--- src/sv/assert_macros.svh ---
// Assertion macros used by the list store RTL.
`ifndef ASSERT_MACROS_SVH
`define ASSERT_MACROS_SVH

// expr holds at every clock edge outside reset
`define ASSERT_ALWAYS(label, clk, rst_n, expr) \
    label: assert property (@(posedge clk) disable iff (!rst_n) (expr)) \
        else $error("invariant violated");

// cons holds in the cycle after ante
`define ASSERT_NEXT(label, clk, rst_n, ante, cons) \
    label: assert property (@(posedge clk) disable iff (!rst_n) (ante) |=> (cons)) \
        else $error("sequence violated");

`endif

--- src/sv/ilist_pkg.sv ---
// Package: sizes, codes, payload types and capacity policy of the list store.
package ilist_pkg;

    localparam int DEPTH      = 64;
    localparam int WORD_WIDTH = 32;
    localparam int IDX_W      = $clog2(DEPTH);
    localparam int CNT_W      = $clog2(DEPTH + 1);
    localparam int MODE_W     = 3;
    localparam int POS_W      = 7;
    localparam int CFG_W      = 7;
    localparam int FOUND_W    = 6;
    localparam int STAT_W     = 2;

    localparam logic [CNT_W-1:0] DEPTH_CNT = CNT_W'(DEPTH);
    localparam logic [CNT_W-1:0] CAP_MIN   = CNT_W'(2);

    localparam logic [MODE_W-1:0] MODE_APPEND = MODE_W'(0);
    localparam logic [MODE_W-1:0] MODE_INSERT = MODE_W'(1);
    localparam logic [MODE_W-1:0] MODE_DELETE = MODE_W'(2);
    localparam logic [MODE_W-1:0] MODE_SEARCH = MODE_W'(3);
    localparam logic [MODE_W-1:0] MODE_CLEAR  = MODE_W'(4);

    typedef enum logic [STAT_W-1:0] {
        ST_OK    = 2'd0,
        ST_RANGE = 2'd1,
        ST_FULL  = 2'd2,
        ST_MISS  = 2'd3
    } status_t;

    typedef struct packed {
        logic [MODE_W-1:0]            mode;
        logic [POS_W-1:0]             position;
        logic signed [WORD_WIDTH-1:0] item_value;
    } cmd_t;

    typedef struct packed {
        status_t                      status;
        logic [FOUND_W-1:0]           found_index;
        logic signed [WORD_WIDTH-1:0] removed_value;
        logic [CNT_W-1:0]             fill_count;
        logic [CNT_W-1:0]             logical_capacity;
    } rsp_t;

    // capacity doubles when full, capped at DEPTH
    function automatic logic [CNT_W-1:0] grow_cap(input logic [CNT_W-1:0] cnt,
                                                  input logic [CNT_W-1:0] cap);
        logic [CNT_W:0] dbl;
        dbl = {cap, 1'b0};
        if (cnt >= cap)
        begin
            if (dbl > (CNT_W + 1)'(DEPTH))
                return DEPTH_CNT;
            else
                return dbl[CNT_W-1:0];
        end
        return cap;
    endfunction

    // capacity halves when fill drops below a quarter, not below CAP_MIN
    function automatic logic [CNT_W-1:0] shrink_cap(input logic [CNT_W-1:0] cnt,
                                                    input logic [CNT_W-1:0] cap);
        logic [CNT_W-1:0] n;
        n = cap >> 1;
        if (cap > CAP_MIN && cnt < (cap >> 2))
        begin
            if (n < CAP_MIN)
                n = CAP_MIN;
            if (n < cnt)
                n = cnt;
            return n;
        end
        return cap;
    endfunction

    function automatic logic [CNT_W-1:0] clamp_cap(input logic [CFG_W-1:0] init);
        if (init == '0)
            return CNT_W'(1);
        if (CNT_W'(init) > DEPTH_CNT)
            return DEPTH_CNT;
        return CNT_W'(init);
    endfunction

endpackage

--- src/sv/ilist_cmd_if.sv ---
// Command channel: mode, position and value with valid/ready.
interface ilist_cmd_if;
    logic                                       valid;
    logic                                       ready;
    logic [ilist_pkg::MODE_W-1:0]               mode;
    logic [ilist_pkg::POS_W-1:0]                position;
    logic signed [ilist_pkg::WORD_WIDTH-1:0]    item_value;

    modport source (output valid, output mode, output position, output item_value,
                    input ready);
    modport sink (input valid, input mode, input position, input item_value,
                  output ready);
endinterface

--- src/sv/ilist_rsp_if.sv ---
// Result channel: status, index, removed value, fill and capacity with valid/ready.
interface ilist_rsp_if;
    logic                                       valid;
    logic                                       ready;
    logic [ilist_pkg::STAT_W-1:0]               status;
    logic [ilist_pkg::FOUND_W-1:0]              found_index;
    logic signed [ilist_pkg::WORD_WIDTH-1:0]    removed_value;
    logic [ilist_pkg::CNT_W-1:0]                fill_count;
    logic [ilist_pkg::CNT_W-1:0]                logical_capacity;

    modport source (output valid, output status, output found_index, output removed_value,
                    output fill_count, output logical_capacity, input ready);
    modport sink (input valid, input status, input found_index, input removed_value,
                  input fill_count, input logical_capacity, output ready);
endinterface

--- src/sv/ilist_cfg_if.sv ---
// Configuration write channel: initial capacity with valid/ready.
interface ilist_cfg_if;
    logic                           valid;
    logic                           ready;
    logic [ilist_pkg::CFG_W-1:0]    initial_capacity;

    modport source (output valid, output initial_capacity, input ready);
    modport sink (input valid, input initial_capacity, output ready);
endinterface

--- src/sv/ilist_ram.sv ---
// Entry store: one write port, one registered read port.
module ilist_ram (
    input  logic                                    clk,
    input  logic                                    we,
    input  logic [ilist_pkg::IDX_W-1:0]             waddr,
    input  logic signed [ilist_pkg::WORD_WIDTH-1:0] wdata,
    input  logic [ilist_pkg::IDX_W-1:0]             raddr,
    output logic signed [ilist_pkg::WORD_WIDTH-1:0] rdata
);

    logic signed [ilist_pkg::WORD_WIDTH-1:0] mem [ilist_pkg::DEPTH];

    always_ff @(posedge clk)
    begin
        if (we)
            mem[waddr] <= wdata;
    end

    always_ff @(posedge clk)
    begin
        rdata <= mem[raddr];
    end

endmodule

--- src/sv/ilist_ctrl.sv ---
// Command sequencer: shifts, searches and capacity policy over the entry store.
`include "assert_macros.svh"

module ilist_ctrl (
    input  logic                            clk,
    input  logic                            rst_n,
    input  logic                            cmd_valid,
    output logic                            cmd_ready,
    input  ilist_pkg::cmd_t                 cmd_data,
    input  logic [ilist_pkg::CFG_W-1:0]     init_cap,
    input  logic                            slot_free,
    output logic                            done,
    output ilist_pkg::rsp_t                 result
);

    typedef enum logic [3:0] {
        S_IDLE,
        S_UP_RD,
        S_UP_WR,
        S_DEL_GET,
        S_DN_RD,
        S_DN_WR,
        S_SR_RD,
        S_SR_CMP,
        S_DONE
    } state_t;

    state_t                                 state_reg, state_next;
    logic [ilist_pkg::POS_W-1:0]            pos_reg, pos_next;
    logic signed [ilist_pkg::WORD_WIDTH-1:0] val_reg, val_next;
    logic [ilist_pkg::CNT_W-1:0]            cnt_reg, cnt_next;
    logic [ilist_pkg::CNT_W-1:0]            cap_reg, cap_next;
    logic [ilist_pkg::CNT_W-1:0]            idx_reg, idx_next;
    ilist_pkg::status_t                     status_reg, status_next;
    logic [ilist_pkg::FOUND_W-1:0]          found_reg, found_next;
    logic signed [ilist_pkg::WORD_WIDTH-1:0] removed_reg, removed_next;

    logic                                   ram_we;
    logic [ilist_pkg::IDX_W-1:0]            ram_waddr;
    logic signed [ilist_pkg::WORD_WIDTH-1:0] ram_wdata;
    logic [ilist_pkg::IDX_W-1:0]            ram_raddr;
    logic signed [ilist_pkg::WORD_WIDTH-1:0] ram_rdata;

    logic [ilist_pkg::CNT_W-1:0]            idx_dec;
    logic [ilist_pkg::CNT_W-1:0]            idx_inc;
    logic [ilist_pkg::CNT_W-1:0]            cnt_dec;

    ilist_ram u_ram (
        .clk   (clk),
        .we    (ram_we),
        .waddr (ram_waddr),
        .wdata (ram_wdata),
        .raddr (ram_raddr),
        .rdata (ram_rdata)
    );

    assign idx_dec   = idx_reg - 1'b1;
    assign idx_inc   = idx_reg + 1'b1;
    assign cnt_dec   = cnt_reg - 1'b1;
    assign cmd_ready = (state_reg == S_IDLE);

    assign result.status           = status_reg;
    assign result.found_index      = found_reg;
    assign result.removed_value    = removed_reg;
    assign result.fill_count       = cnt_reg;
    assign result.logical_capacity = cap_reg;

    always_comb
    begin
        state_next   = state_reg;
        pos_next     = pos_reg;
        val_next     = val_reg;
        cnt_next     = cnt_reg;
        cap_next     = cap_reg;
        idx_next     = idx_reg;
        status_next  = status_reg;
        found_next   = found_reg;
        removed_next = removed_reg;
        ram_we       = 1'b0;
        ram_waddr    = idx_reg[ilist_pkg::IDX_W-1:0];
        ram_wdata    = val_reg;
        ram_raddr    = idx_reg[ilist_pkg::IDX_W-1:0];
        done         = 1'b0;

        unique case (state_reg)
            S_IDLE:
            begin
                if (cmd_valid)
                begin
                    pos_next     = cmd_data.position;
                    val_next     = cmd_data.item_value;
                    status_next  = ilist_pkg::ST_OK;
                    found_next   = '0;
                    removed_next = '0;
                    state_next   = S_DONE;
                    unique case (cmd_data.mode)
                        ilist_pkg::MODE_APPEND:
                        begin
                            if (cnt_reg == ilist_pkg::DEPTH_CNT)
                                status_next = ilist_pkg::ST_FULL;
                            else
                            begin
                                ram_we    = 1'b1;
                                ram_waddr = cnt_reg[ilist_pkg::IDX_W-1:0];
                                ram_wdata = cmd_data.item_value;
                                cap_next  = ilist_pkg::grow_cap(cnt_reg, cap_reg);
                                cnt_next  = cnt_reg + 1'b1;
                            end
                        end
                        ilist_pkg::MODE_INSERT:
                        begin
                            if (cmd_data.position > cnt_reg)
                                status_next = ilist_pkg::ST_RANGE;
                            else if (cnt_reg == ilist_pkg::DEPTH_CNT)
                                status_next = ilist_pkg::ST_FULL;
                            else
                            begin
                                cap_next   = ilist_pkg::grow_cap(cnt_reg, cap_reg);
                                idx_next   = cnt_reg;
                                state_next = S_UP_RD;
                            end
                        end
                        ilist_pkg::MODE_DELETE:
                        begin
                            if (cmd_data.position >= cnt_reg)
                                status_next = ilist_pkg::ST_RANGE;
                            else
                            begin
                                ram_raddr  = cmd_data.position[ilist_pkg::IDX_W-1:0];
                                idx_next   = cmd_data.position;
                                state_next = S_DEL_GET;
                            end
                        end
                        ilist_pkg::MODE_SEARCH:
                        begin
                            status_next = ilist_pkg::ST_MISS;
                            idx_next    = '0;
                            state_next  = S_SR_RD;
                        end
                        ilist_pkg::MODE_CLEAR:
                        begin
                            cnt_next = '0;
                            cap_next = ilist_pkg::clamp_cap(init_cap);
                        end
                        default:
                        begin
                        end
                    endcase
                end
            end
            S_UP_RD:
            begin
                if (idx_reg == pos_reg)
                begin
                    ram_we     = 1'b1;
                    ram_waddr  = pos_reg[ilist_pkg::IDX_W-1:0];
                    cnt_next   = cnt_reg + 1'b1;
                    state_next = S_DONE;
                end
                else
                begin
                    ram_raddr  = idx_dec[ilist_pkg::IDX_W-1:0];
                    state_next = S_UP_WR;
                end
            end
            S_UP_WR:
            begin
                ram_we     = 1'b1;
                ram_wdata  = ram_rdata;
                idx_next   = idx_dec;
                state_next = S_UP_RD;
            end
            S_DEL_GET:
            begin
                removed_next = ram_rdata;
                state_next   = S_DN_RD;
            end
            S_DN_RD:
            begin
                if (idx_inc >= cnt_reg)
                begin
                    cnt_next   = cnt_dec;
                    cap_next   = ilist_pkg::shrink_cap(cnt_dec, cap_reg);
                    state_next = S_DONE;
                end
                else
                begin
                    ram_raddr  = idx_inc[ilist_pkg::IDX_W-1:0];
                    state_next = S_DN_WR;
                end
            end
            S_DN_WR:
            begin
                ram_we     = 1'b1;
                ram_wdata  = ram_rdata;
                idx_next   = idx_inc;
                state_next = S_DN_RD;
            end
            S_SR_RD:
            begin
                if (idx_reg >= cnt_reg)
                    state_next = S_DONE;
                else
                    state_next = S_SR_CMP;
            end
            S_SR_CMP:
            begin
                if (ram_rdata == val_reg)
                begin
                    status_next = ilist_pkg::ST_OK;
                    found_next  = idx_reg[ilist_pkg::FOUND_W-1:0];
                    state_next  = S_DONE;
                end
                else
                begin
                    idx_next   = idx_inc;
                    state_next = S_SR_RD;
                end
            end
            S_DONE:
            begin
                if (slot_free)
                begin
                    done       = 1'b1;
                    state_next = S_IDLE;
                end
            end
            default:
            begin
                state_next = S_IDLE;
            end
        endcase
    end

    always_ff @(posedge clk or negedge rst_n)
    begin
        if (!rst_n)
        begin
            state_reg   <= S_IDLE;
            pos_reg     <= '0;
            val_reg     <= '0;
            cnt_reg     <= '0;
            cap_reg     <= ilist_pkg::clamp_cap(ilist_pkg::CFG_W'(2));
            idx_reg     <= '0;
            status_reg  <= ilist_pkg::ST_OK;
            found_reg   <= '0;
            removed_reg <= '0;
        end
        else
        begin
            state_reg   <= state_next;
            pos_reg     <= pos_next;
            val_reg     <= val_next;
            cnt_reg     <= cnt_next;
            cap_reg     <= cap_next;
            idx_reg     <= idx_next;
            status_reg  <= status_next;
            found_reg   <= found_next;
            removed_reg <= removed_next;
        end
    end

    `ASSERT_ALWAYS(a_fill_max, clk, rst_n, cnt_reg <= ilist_pkg::DEPTH_CNT)
    `ASSERT_ALWAYS(a_fill_le_cap, clk, rst_n, cnt_reg <= cap_reg)
    `ASSERT_ALWAYS(a_cap_range, clk, rst_n, cap_reg != '0 && cap_reg <= ilist_pkg::DEPTH_CNT)
    `ASSERT_NEXT(a_busy_after_accept, clk, rst_n, cmd_valid && cmd_ready, !cmd_ready)
    `ASSERT_NEXT(a_idle_after_done, clk, rst_n, done, cmd_ready)

endmodule

--- src/sv/indexed_list_insert_delete_search_core.sv ---
// Append, clear and refused commands are handled when taken; insert shifts entries up from
// the fill end to the position, delete reads the removed entry and shifts entries down,
// search reads and compares entries from index 0 until a hit or the fill; each move or
// compare waits on the registered read of the entry store. One command in flight; a
// finished result waits in the output register while the next command is taken.
// Reset (rst_n, async low): list empty, capacity 2, initial capacity register 2.
module indexed_list_insert_delete_search_core (
    input  logic            clk,
    input  logic            rst_n,
    ilist_cmd_if.sink       cmd,
    ilist_rsp_if.source     rsp,
    ilist_cfg_if.sink       cfg
);

    logic [ilist_pkg::CFG_W-1:0]    init_cap_reg;
    logic                           rsp_valid_reg;
    ilist_pkg::rsp_t                rsp_data_reg;

    ilist_pkg::cmd_t                cmd_data;
    ilist_pkg::rsp_t                result;
    logic                           done;
    logic                           slot_free;

    assign cmd_data.mode       = cmd.mode;
    assign cmd_data.position   = cmd.position;
    assign cmd_data.item_value = cmd.item_value;

    assign slot_free = !rsp_valid_reg || rsp.ready;
    assign cfg.ready = 1'b1;

    ilist_ctrl u_ctrl (
        .clk       (clk),
        .rst_n     (rst_n),
        .cmd_valid (cmd.valid),
        .cmd_ready (cmd.ready),
        .cmd_data  (cmd_data),
        .init_cap  (init_cap_reg),
        .slot_free (slot_free),
        .done      (done),
        .result    (result)
    );

    always_ff @(posedge clk or negedge rst_n)
    begin
        if (!rst_n)
            init_cap_reg <= ilist_pkg::CFG_W'(2);
        else if (cfg.valid)
            init_cap_reg <= cfg.initial_capacity;
    end

    // output register
    always_ff @(posedge clk or negedge rst_n)
    begin
        if (!rst_n)
        begin
            rsp_valid_reg <= 1'b0;
            rsp_data_reg  <= '0;
        end
        else if (done)
        begin
            rsp_valid_reg <= 1'b1;
            rsp_data_reg  <= result;
        end
        else if (rsp.ready)
        begin
            rsp_valid_reg <= 1'b0;
        end
    end

    assign rsp.valid            = rsp_valid_reg;
    assign rsp.status           = rsp_data_reg.status;
    assign rsp.found_index      = rsp_data_reg.found_index;
    assign rsp.removed_value    = rsp_data_reg.removed_value;
    assign rsp.fill_count       = rsp_data_reg.fill_count;
    assign rsp.logical_capacity = rsp_data_reg.logical_capacity;

endmodule
--- src/flat_wrapper.sv ---
// flat-port wrapper written by rule: the top's interface ports become plain ports
module indexed_list_insert_delete_search_core_flat 
  (clk, rst_n, cmd_valid, cmd_mode, cmd_position, cmd_item_value, cmd_ready, rsp_valid, rsp_status, rsp_found_index, rsp_removed_value, rsp_fill_count, rsp_logical_capacity, rsp_ready, cfg_valid, cfg_initial_capacity, cfg_ready);
  ilist_cmd_if cmd_i ();
  ilist_rsp_if rsp_i ();
  ilist_cfg_if cfg_i ();
  input  logic clk;
  input  logic rst_n;
  input wire logic [$bits(cmd_i.valid)-1:0] cmd_valid;
  input wire logic [$bits(cmd_i.mode)-1:0] cmd_mode;
  input wire logic [$bits(cmd_i.position)-1:0] cmd_position;
  input wire logic [$bits(cmd_i.item_value)-1:0] cmd_item_value;
  output wire logic [$bits(cmd_i.ready)-1:0] cmd_ready;
  output wire logic [$bits(rsp_i.valid)-1:0] rsp_valid;
  output wire logic [$bits(rsp_i.status)-1:0] rsp_status;
  output wire logic [$bits(rsp_i.found_index)-1:0] rsp_found_index;
  output wire logic [$bits(rsp_i.removed_value)-1:0] rsp_removed_value;
  output wire logic [$bits(rsp_i.fill_count)-1:0] rsp_fill_count;
  output wire logic [$bits(rsp_i.logical_capacity)-1:0] rsp_logical_capacity;
  input wire logic [$bits(rsp_i.ready)-1:0] rsp_ready;
  input wire logic [$bits(cfg_i.valid)-1:0] cfg_valid;
  input wire logic [$bits(cfg_i.initial_capacity)-1:0] cfg_initial_capacity;
  output wire logic [$bits(cfg_i.ready)-1:0] cfg_ready;
  assign cmd_i.valid = cmd_valid;
  assign cmd_i.mode = cmd_mode;
  assign cmd_i.position = cmd_position;
  assign cmd_i.item_value = cmd_item_value;
  assign cmd_ready = cmd_i.ready;
  assign rsp_valid = rsp_i.valid;
  assign rsp_status = rsp_i.status;
  assign rsp_found_index = rsp_i.found_index;
  assign rsp_removed_value = rsp_i.removed_value;
  assign rsp_fill_count = rsp_i.fill_count;
  assign rsp_logical_capacity = rsp_i.logical_capacity;
  assign rsp_i.ready = rsp_ready;
  assign cfg_i.valid = cfg_valid;
  assign cfg_i.initial_capacity = cfg_initial_capacity;
  assign cfg_ready = cfg_i.ready;
  indexed_list_insert_delete_search_core u_core (.clk(clk), .rst_n(rst_n), .cmd(cmd_i), .rsp(rsp_i), .cfg(cfg_i));
endmodule
--- config.mk ---
export PLATFORM = sky130hd
export DESIGN_NAME = indexed_list_insert_delete_search_core_flat
export DESIGN_NICKNAME = d
export VERILOG_FILES = /design/src/sv/ilist_pkg.sv /design/src/sv/ilist_cmd_if.sv /design/src/sv/ilist_rsp_if.sv /design/src/sv/ilist_cfg_if.sv /design/src/sv/ilist_ram.sv /design/src/sv/ilist_ctrl.sv /design/src/sv/indexed_list_insert_delete_search_core.sv /design/src/flat_wrapper.sv
export VERILOG_INCLUDE_DIRS = /design/src /design/src/sv
export SDC_FILE = /design/constraint.sdc
export NUM_CORES = 2
export LEC_CHECK = 0
export ABC_AREA = 1
export BUFFER_PORTS_ARGS = -buffer_cell sky130_fd_sc_hd__buf_2
export CAP_MARGIN = 20
export CORE_ASPECT_RATIO = 1.25
export CORE_UTILIZATION = 68
export DETAILED_ROUTE_END_ITERATION = 12
export PLACE_DENSITY_LB_ADDON = 0.3
export SLEW_MARGIN = 25
export SYNTH_ARGS = -nofsm -noshare
export SYNTH_HDL_FRONTEND = slang
export SYNTH_HIERARCHICAL = 1
export SYNTH_SLANG_ARGS = --single-unit
export TNS_END_PERCENT = 50
--- constraint.sdc ---
create_clock -name clk -period 11.8 [get_ports clk]
set_clock_uncertainty 0.1 [all_clocks]
set_input_delay 0.59 -clock clk [delete_from_list [all_inputs] [get_ports clk]]
set_output_delay 0.59 -clock clk [all_outputs]
set_load 0.01 [all_outputs]
# Yosys cells after proc, flatten, opt, wreduce, memory -nomap -nowiden
# Memories as Yosys holds them, arrays and structs flattened. A register that Yosys moved wholly into a read port is not among the register bits.
# Cells that the tools add are included.
classes:
  n_reduce_logical: 21
  n_addsub: 4
  n_eq_ne: 31
  mux: 105
  order_cmp: 11
ops:
  columns: ["operator", "n"]
  rows:
  - ["7-bit 2-to-1 mux", 28]
  - ["32-bit 2-to-1 mux", 4]
  - ["32-bit case mux with 2 select lines", 2]
  - ["6-bit 2-to-1 mux", 12]
  - ["7-bit case mux with 3 select lines", 3]
  - ["4-bit 2-to-1 mux", 9]
  - ["32-bit equality test", 1]
  - ["1-bit 2-to-1 mux", 32]
  - ["4-bit case mux with 8 select lines", 1]
  - ["7-bit >= comparator", 4]
  - ["7-bit case mux with 2 select lines", 2]
  - ["7-bit case mux with 4 select lines", 1]
  - ["6-bit case mux with 2 select lines", 2]
  - ["3-bit inequality test (second input constant)", 6]
  - ["6-bit case mux with 3 select lines", 1]
  - ["4-bit by 3-bit equality test with 1-bit output (second input constant)", 4]
  - ["7-bit by 1-bit adder with 7-bit output (second input constant)", 2]
  - ["7-bit by 1-bit subtractor with 7-bit output (second input constant)", 2]
  - ["2-bit inequality test (second input constant)", 6]
  - ["4-bit case mux with 3 select lines", 1]
  - ["10-bit AND reduction", 1]
  - ["4-bit by 2-bit equality test with 1-bit output (second input constant)", 2]
  - ["8-bit by 7-bit greater-than comparator with 1-bit output (second input constant)", 1]
  - ["2-bit 2-to-1 mux", 4]
  - ["33 further kinds", 41]
totals:
  n_memories: 1
  ff_bits: 166
  output_inout_bits: 57
  in_bits: 54
  elab_cells: 189
  ramBits: 2048
memory_table:
  columns: ["name", "words", "word_bits", "read_ports", "rd_clocked_by_memory_dff", "wr", "line_no", "rtl"]
  rows:
  - ["u_core.u_ctrl.u_ram.mem", 64, 32, 1, 1, 1, "ilist_ram.sv:11", "logic signed [ilist_pkg::WORD_WIDTH-1:0] mem [ilist_pkg::DEPTH];"]

# Logic depth before layout (Yosys ltp)
logic_depth:
  ltp_word: 14
  depth_mapped: 28
  mapped_depth_nobuf: 24

# Hierarchy
# Netlist, hierarchy kept.
modules_own_cells:
  columns: ["mod", "seq_area_each_um2", "cells_each", "area_each_um2", "n_inst"]
  rows:
  - ["ilist_ram", 62139.6, 6785, 82785.6, 1]
  - ["ilist_ctrl", 2603.7, 1091, 7817.5, 1]
  - ["indexed_list_insert_delete_search_core", 1552.7, 264, 2413.6, 1]

# Worst setup path before layout
# Ideal clock, no wire load.
synth_timing:
  path_kind: "reg2reg"
  startpoint: "register u_core/u_ctrl/cnt_reg[0] (netlist bit)"
  endpoint: "memory u_core/u_ctrl/u_ram/mem[55][0] (netlist bit) (enable)"
  t_required_ns: 11.239
  setup_slack_ns: 6.897
  arrival_time_ns: 4.342
  path_buffers: 0
  stages_incl_launch_ff: 11
  setup_ns: 0.461
  path_cell_list: "dfrtp_1 > inv_1 > ha_1 > nand4_2 > nand3_1 > nand2_1 > o221ai_1 > inv_1 > nor3_1 > inv_1 > nor3_1"
synth_lines:
  columns: ["element", "line_no", "rtl"]
  rows:
  - ["from (decl)", "ilist_ctrl.sv:31", "logic [ilist_pkg::CNT_W-1:0] cnt_reg, cnt_next;"]
  - ["from (signal assigned)", "ilist_ctrl.sv:254", "cnt_reg <= cnt_next;"]
  - ["7-bit equality test", "ilist_ctrl.sv:99", "if (cnt_reg == ilist_pkg::DEPTH_CNT)"]
  - ["6-bit 2-to-1 mux", "ilist_ctrl.sv:99", null]
  - ["6-bit 2-to-1 mux", "ilist_ctrl.sv:96", "unique case (cmd_data.mode)"]
  - ["6-bit 2-to-1 mux", "ilist_ctrl.sv:88", "if (cmd_valid)"]
  - ["6-bit case mux with 2 select lines", "ilist_ctrl.sv:85", "unique case (state_reg)"]
  - ["named net u_core.u_ctrl.ram_waddr (one bit)", "ilist_ctrl.sv:39", "logic [ilist_pkg::IDX_W-1:0] ram_waddr;"]
  - ["to (decl)", "ilist_ram.sv:11", null]
# The timed path passes the listed nets, and every way through them passes these cells.

# Worst setup path in the final report
layout_timing:
  startpoint: "register u_core/u_ctrl/idx_reg[0] (netlist bit)"
  endpoint: "register u_core/u_ctrl/u_ram/rdata[13] (netlist bit) (read register of u_core.u_ctrl.u_ram.mem)"
layout_via:
  elab_chain_cells: 4
layout_lines:
  columns: ["element", "line_no", "rtl"]
  rows:
  - ["from (decl)", "ilist_ctrl.sv:33", "logic [ilist_pkg::CNT_W-1:0] idx_reg, idx_next;"]
  - ["from (signal assigned)", "ilist_ctrl.sv:256", "idx_reg <= idx_next;"]
  - ["7-bit by 1-bit adder with 7-bit output or 6-bit 2-to-1 mux (tied branches)", "ilist_ctrl.sv:58, ilist_ctrl.sv:125", null]
  - ["7-bit >= comparator or 6-bit 2-to-1 mux (tied branches)", "ilist_ctrl.sv:180, ilist_ctrl.sv:96", null]
  - ["6-bit 2-to-1 mux (on tied branches)", "ilist_ctrl.sv:180, ilist_ctrl.sv:88", null]
  - ["6-bit case mux with 3 select lines *", "ilist_ctrl.sv:85", null]
  - ["named net u_core.u_ctrl.ram_raddr (one bit)", "ilist_ctrl.sv:41", "logic [ilist_pkg::IDX_W-1:0] ram_raddr;"]
  - ["to (decl)", "ilist_ram.sv:8", "output logic signed [ilist_pkg::WORD_WIDTH-1:0] rdata"]
# The timed path passes the listed nets; every way through them passes the cells marked *.
# A chain may end at the register's enable or synchronous reset.

==> flow_metrics.env <==
export IMPL_run_status="finished, final reports clean"
export IMPL_r2r_end="u_core/u_ctrl/u_ram/rdata[13]$_DFF_P_"
export IMPL_synth_area_leaders="edfxtp_1 (66%), nand2_1 (11%), nand3_1 (11%)"
export IMPL_rsz0062_at_grt="false"
export IMPL_multi_input_area_um2=24530
export IMPL_gr_total_overflow=0
export IMPL_chipWidth_um=332.8
export IMPL_fmax_mhz=137.6
export IMPL_path_clk_slew_ns=0.07
export IMPL_fin_crit_ns=7.265
export IMPL_slowest_delay_ns=0.93
export IMPL_cts_root_buf="clkbuf_16"
export IMPL_reg2regPathDepth=23
export IMPL_grt_max_degree=232
export IMPL_worst_pin_slew_ns=1.196
export IMPL_cp_slowest_cell="buf_4"
export IMPL_final_net_count=8244
export IMPL_hold_end="u_core/u_ctrl/val_reg[15]$_DFFE_PN0P_"
export IMPL_worstPathArrival_ns=7.95
export IMPL_synthSimpleGateAreaFrac_pct=22.89
export IMPL_synth_edf_count=2048
export IMPL_cts_htree_levels=4
export IMPL_crit_required_ns=12.49
export IMPL_min_delay_start="cmd_item_value[15]"
export IMPL_synth_net_count=8236
export IMPL_initialDrtViolationCount=10880
export IMPL_ant_nets=0
export IMPL_setup_viol=0
export IMPL_holdBufCountCts=55
export IMPL_largest_reg_flops=2048
export IMPL_viasPerCell=6.616
export IMPL_final_hold_violation_count=0
export IMPL_synthDistinctLibCells=52
export IMPL_drc=0
export IMPL_io_pins=111
export IMPL_worst_path_max_fanout=202
export IMPL_register_area_um2=66300
export IMPL_seq_area_frac_synth_pct=71.27
export IMPL_rrSetupSlack_ns=4.53
export IMPL_netlist_area_um2=93020
export IMPL_relSlewSlack_pct=20.24
export IMPL_gr_usage_all_layers_pct=39.54
export IMPL_wire_per_inst_um=27.14
export IMPL_synth_top_family_by_area="simple AND/OR/NAND/NOR gates"
export IMPL_cts_sinks=2246
export IMPL_dieArea_um2=138300
export IMPL_worstHoldPathCells=3
export IMPL_fillers=7943
export IMPL_dr_pass1_iters=9
export IMPL_syn_inst=8140
export IMPL_worstSetupEndpointType="flip-flop"
export IMPL_synth_area_mux_share_pct=0
export IMPL_gp_routability_congestion=0.9130
export IMPL_vias=66674
export IMPL_core_rowCount=151
export IMPL_clock_latency_ns=0.87
export IMPL_cts_setup_buffers=0
export IMPL_synth_xor_area_share_pct=0.4049
export IMPL_yosysTopAreaCell="edfxtp_1"
export IMPL_synth_top_area_share_pct=66.12
export IMPL_synth_area_per_cell_um2=11.43
export IMPL_ys_ff_latch=2246
export IMPL_syn_to_final_growth_pct=10.29
export IMPL_dp_hpwl_um=144900
export IMPL_yosys_warnings=6
export IMPL_wirelength_um=273500
export IMPL_coreArea_um2=135700
export IMPL_top_register="u_core/u_ctrl/u_ram/mem"
export IMPL_cts_resized=0
export IMPL_start_util_pct=68.57
export IMPL_numPortBuffers=109
export IMPL_clockBufferDepth=3
export IMPL_antenna_found_initial=10
export IMPL_drive_gt1_share_pct=8.395
export IMPL_grt_pass1_vias=65067
export IMPL_slew_viol_final=0
export IMPL_synth_compound_area_share_pct=1.357
export IMPL_grt_pass1_wl_um=399300
export IMPL_ys_async_sr_fraction_pct=7.391
export IMPL_cts_tree="done"
export IMPL_r2r_start="u_core/u_ctrl/idx_reg[0]$_DFFE_PN0P_"
export IMPL_path_cells="ha_1 > nand4_1 > nor2_1 > xor2_1 > ha_1 > a21o_1 > nor2_1 > nand3_1 > nor2_2 > o21ai_0 > nand2_1 > nand3b_1 > buf_12 > buf_12 > buf_4 > nand2_1 > nand3_1 > nand3_1 > nand3_1 > nand3_1 > nand2_1 > nand2_1 > nand2_1"
export IMPL_ys_flop_type="edfxtp_1"
export IMPL_die_h_um=415.5
export IMPL_critPathLaunchType="flip-flop"
export IMPL_worstSetupPathType="reg -> reg"
export IMPL_yosysMostFrequentCell="nand2_1"
export IMPL_finalSetupTns_ns=0
export IMPL_hold_path_class="in -> reg"
export IMPL_synthAdderAreaFrac_pct=0.5650
export IMPL_cap_viol_max_count=0
export IMPL_numCtsBuffers=200
export IMPL_final_period_utilization_pct=61.57
export IMPL_ys_top_cells_by_count="nand2_1 (2,703), edfxtp_1 (2,048), nand3_1 (2,018)"
how the worst max path moves through the flow:
stage	start	end	slack, ns
6_report	u_core/u_ctrl/idx_reg[0]$_DFFE_PN0P_	u_core/u_ctrl/u_ram/rdata[13]$_DFF_P_	4.53
5_1_grt	u_core/u_ctrl/idx_reg[0]$_DFFE_PN0P_	u_core/u_ctrl/u_ram/rdata[0]$_DFF_P_	4.05
4_1_cts	u_core/u_ctrl/idx_reg[0]$_DFFE_PN0P_	u_core/u_ctrl/u_ram/rdata[0]$_DFF_P_	4.66
3_5_place_dp	u_core/u_ctrl/idx_reg[0]$_DFFE_PN0P_	u_core/u_ctrl/u_ram/rdata[0]$_DFF_P_	4.74
3_3_place_gp	u_core/u_ctrl/idx_reg[0]$_DFFE_PN0P_	u_core/u_ctrl/u_ram/rdata[0]$_DFF_P_	4.73
2_1_floorplan	u_core/u_ctrl/cnt_reg[0]$_DFFE_PN0P_	u_core/u_ctrl/u_ram/mem[55][0]$_DFFE_PP_	6.90
per-layer routing:
layer / track usage [%] / up-vias / part of all wire [%]
met5: 0 / - / 0.026
met3: 10.17 / 1073 / 15
met1: 49.56 / 31772 / 32
li1: - / 28554 / -
met2: 61.35 / 5265 / 46
met4: 26.30 / 10 / 7.4
worst max-delay path: cells and delay by family, from the launching register on:
kind,cells,cell delay [ns]
simple gates,15,2.65
xor+xnor,1,0.28
flops,1,0.62
compound gates,2,0.30
fa+ha+maj,2,0.59
buf+inv,3,2.19
metrics by stage:
stage / hold slack [ns] / cells / setup WS (ns) / util, % / area [um^2]
6_report: 0.03585 / 10077 / 4.535 / 75.63 / 102600
5_1_grt: 0.04736 / 10074 / 4.049 / 75.62 / 102600
4_1_cts: 0.0005934 / 10072 / 4.663 / 75.59 / 102500
3_5_place_dp: 0.3532 / 9649 / 4.738 / 70.44 / 95560
3_3_place_gp: 0.3512 / 9645 / 4.735 / 70.37 / 95460
2_1_floorplan: 0.1944 / 8140 / 6.897 / - / 93020
layout make-up:
type	instances	share of cell area, %
flip-flops and latches	2246	64.62
diodes	4	0.009757
clock buffers	266	5.298
repair buffers	314	2.354
clock inverters	102	0.9757
well taps	1759	2.145
inverters	174	0.6842
multi-input cells	5212	23.91
placed cells by master, fill, tap and decap left out, types with 42 or more instances in the layout:
cell type,n
edfxtp_1,2048
o21ai_0,96
inv_1,156
clkbuf_16,202
nand2_1,2703
nor2_1,55
clkbuf_1,50
ha_1,42
dlygate4sd3_1,55
clkinv_1,43
buf_2,108
buf_4,135
nand3_1,2014
dfrtp_1,164
nor2_4,64
logic make-up after synthesis:
family | after synthesis
AND/OR/NAND/NOR | 4923
flip-flops | 2246
buffers and inverters | 682
AO/OA/AOI/OAI | 203
XOR/XNOR | 43
adder cells (fa/ha/maj) | 42
other | 1
Power is not shown: default switching activity piles up to over one toggle a cycle in this logic, so the estimate is an artifact.
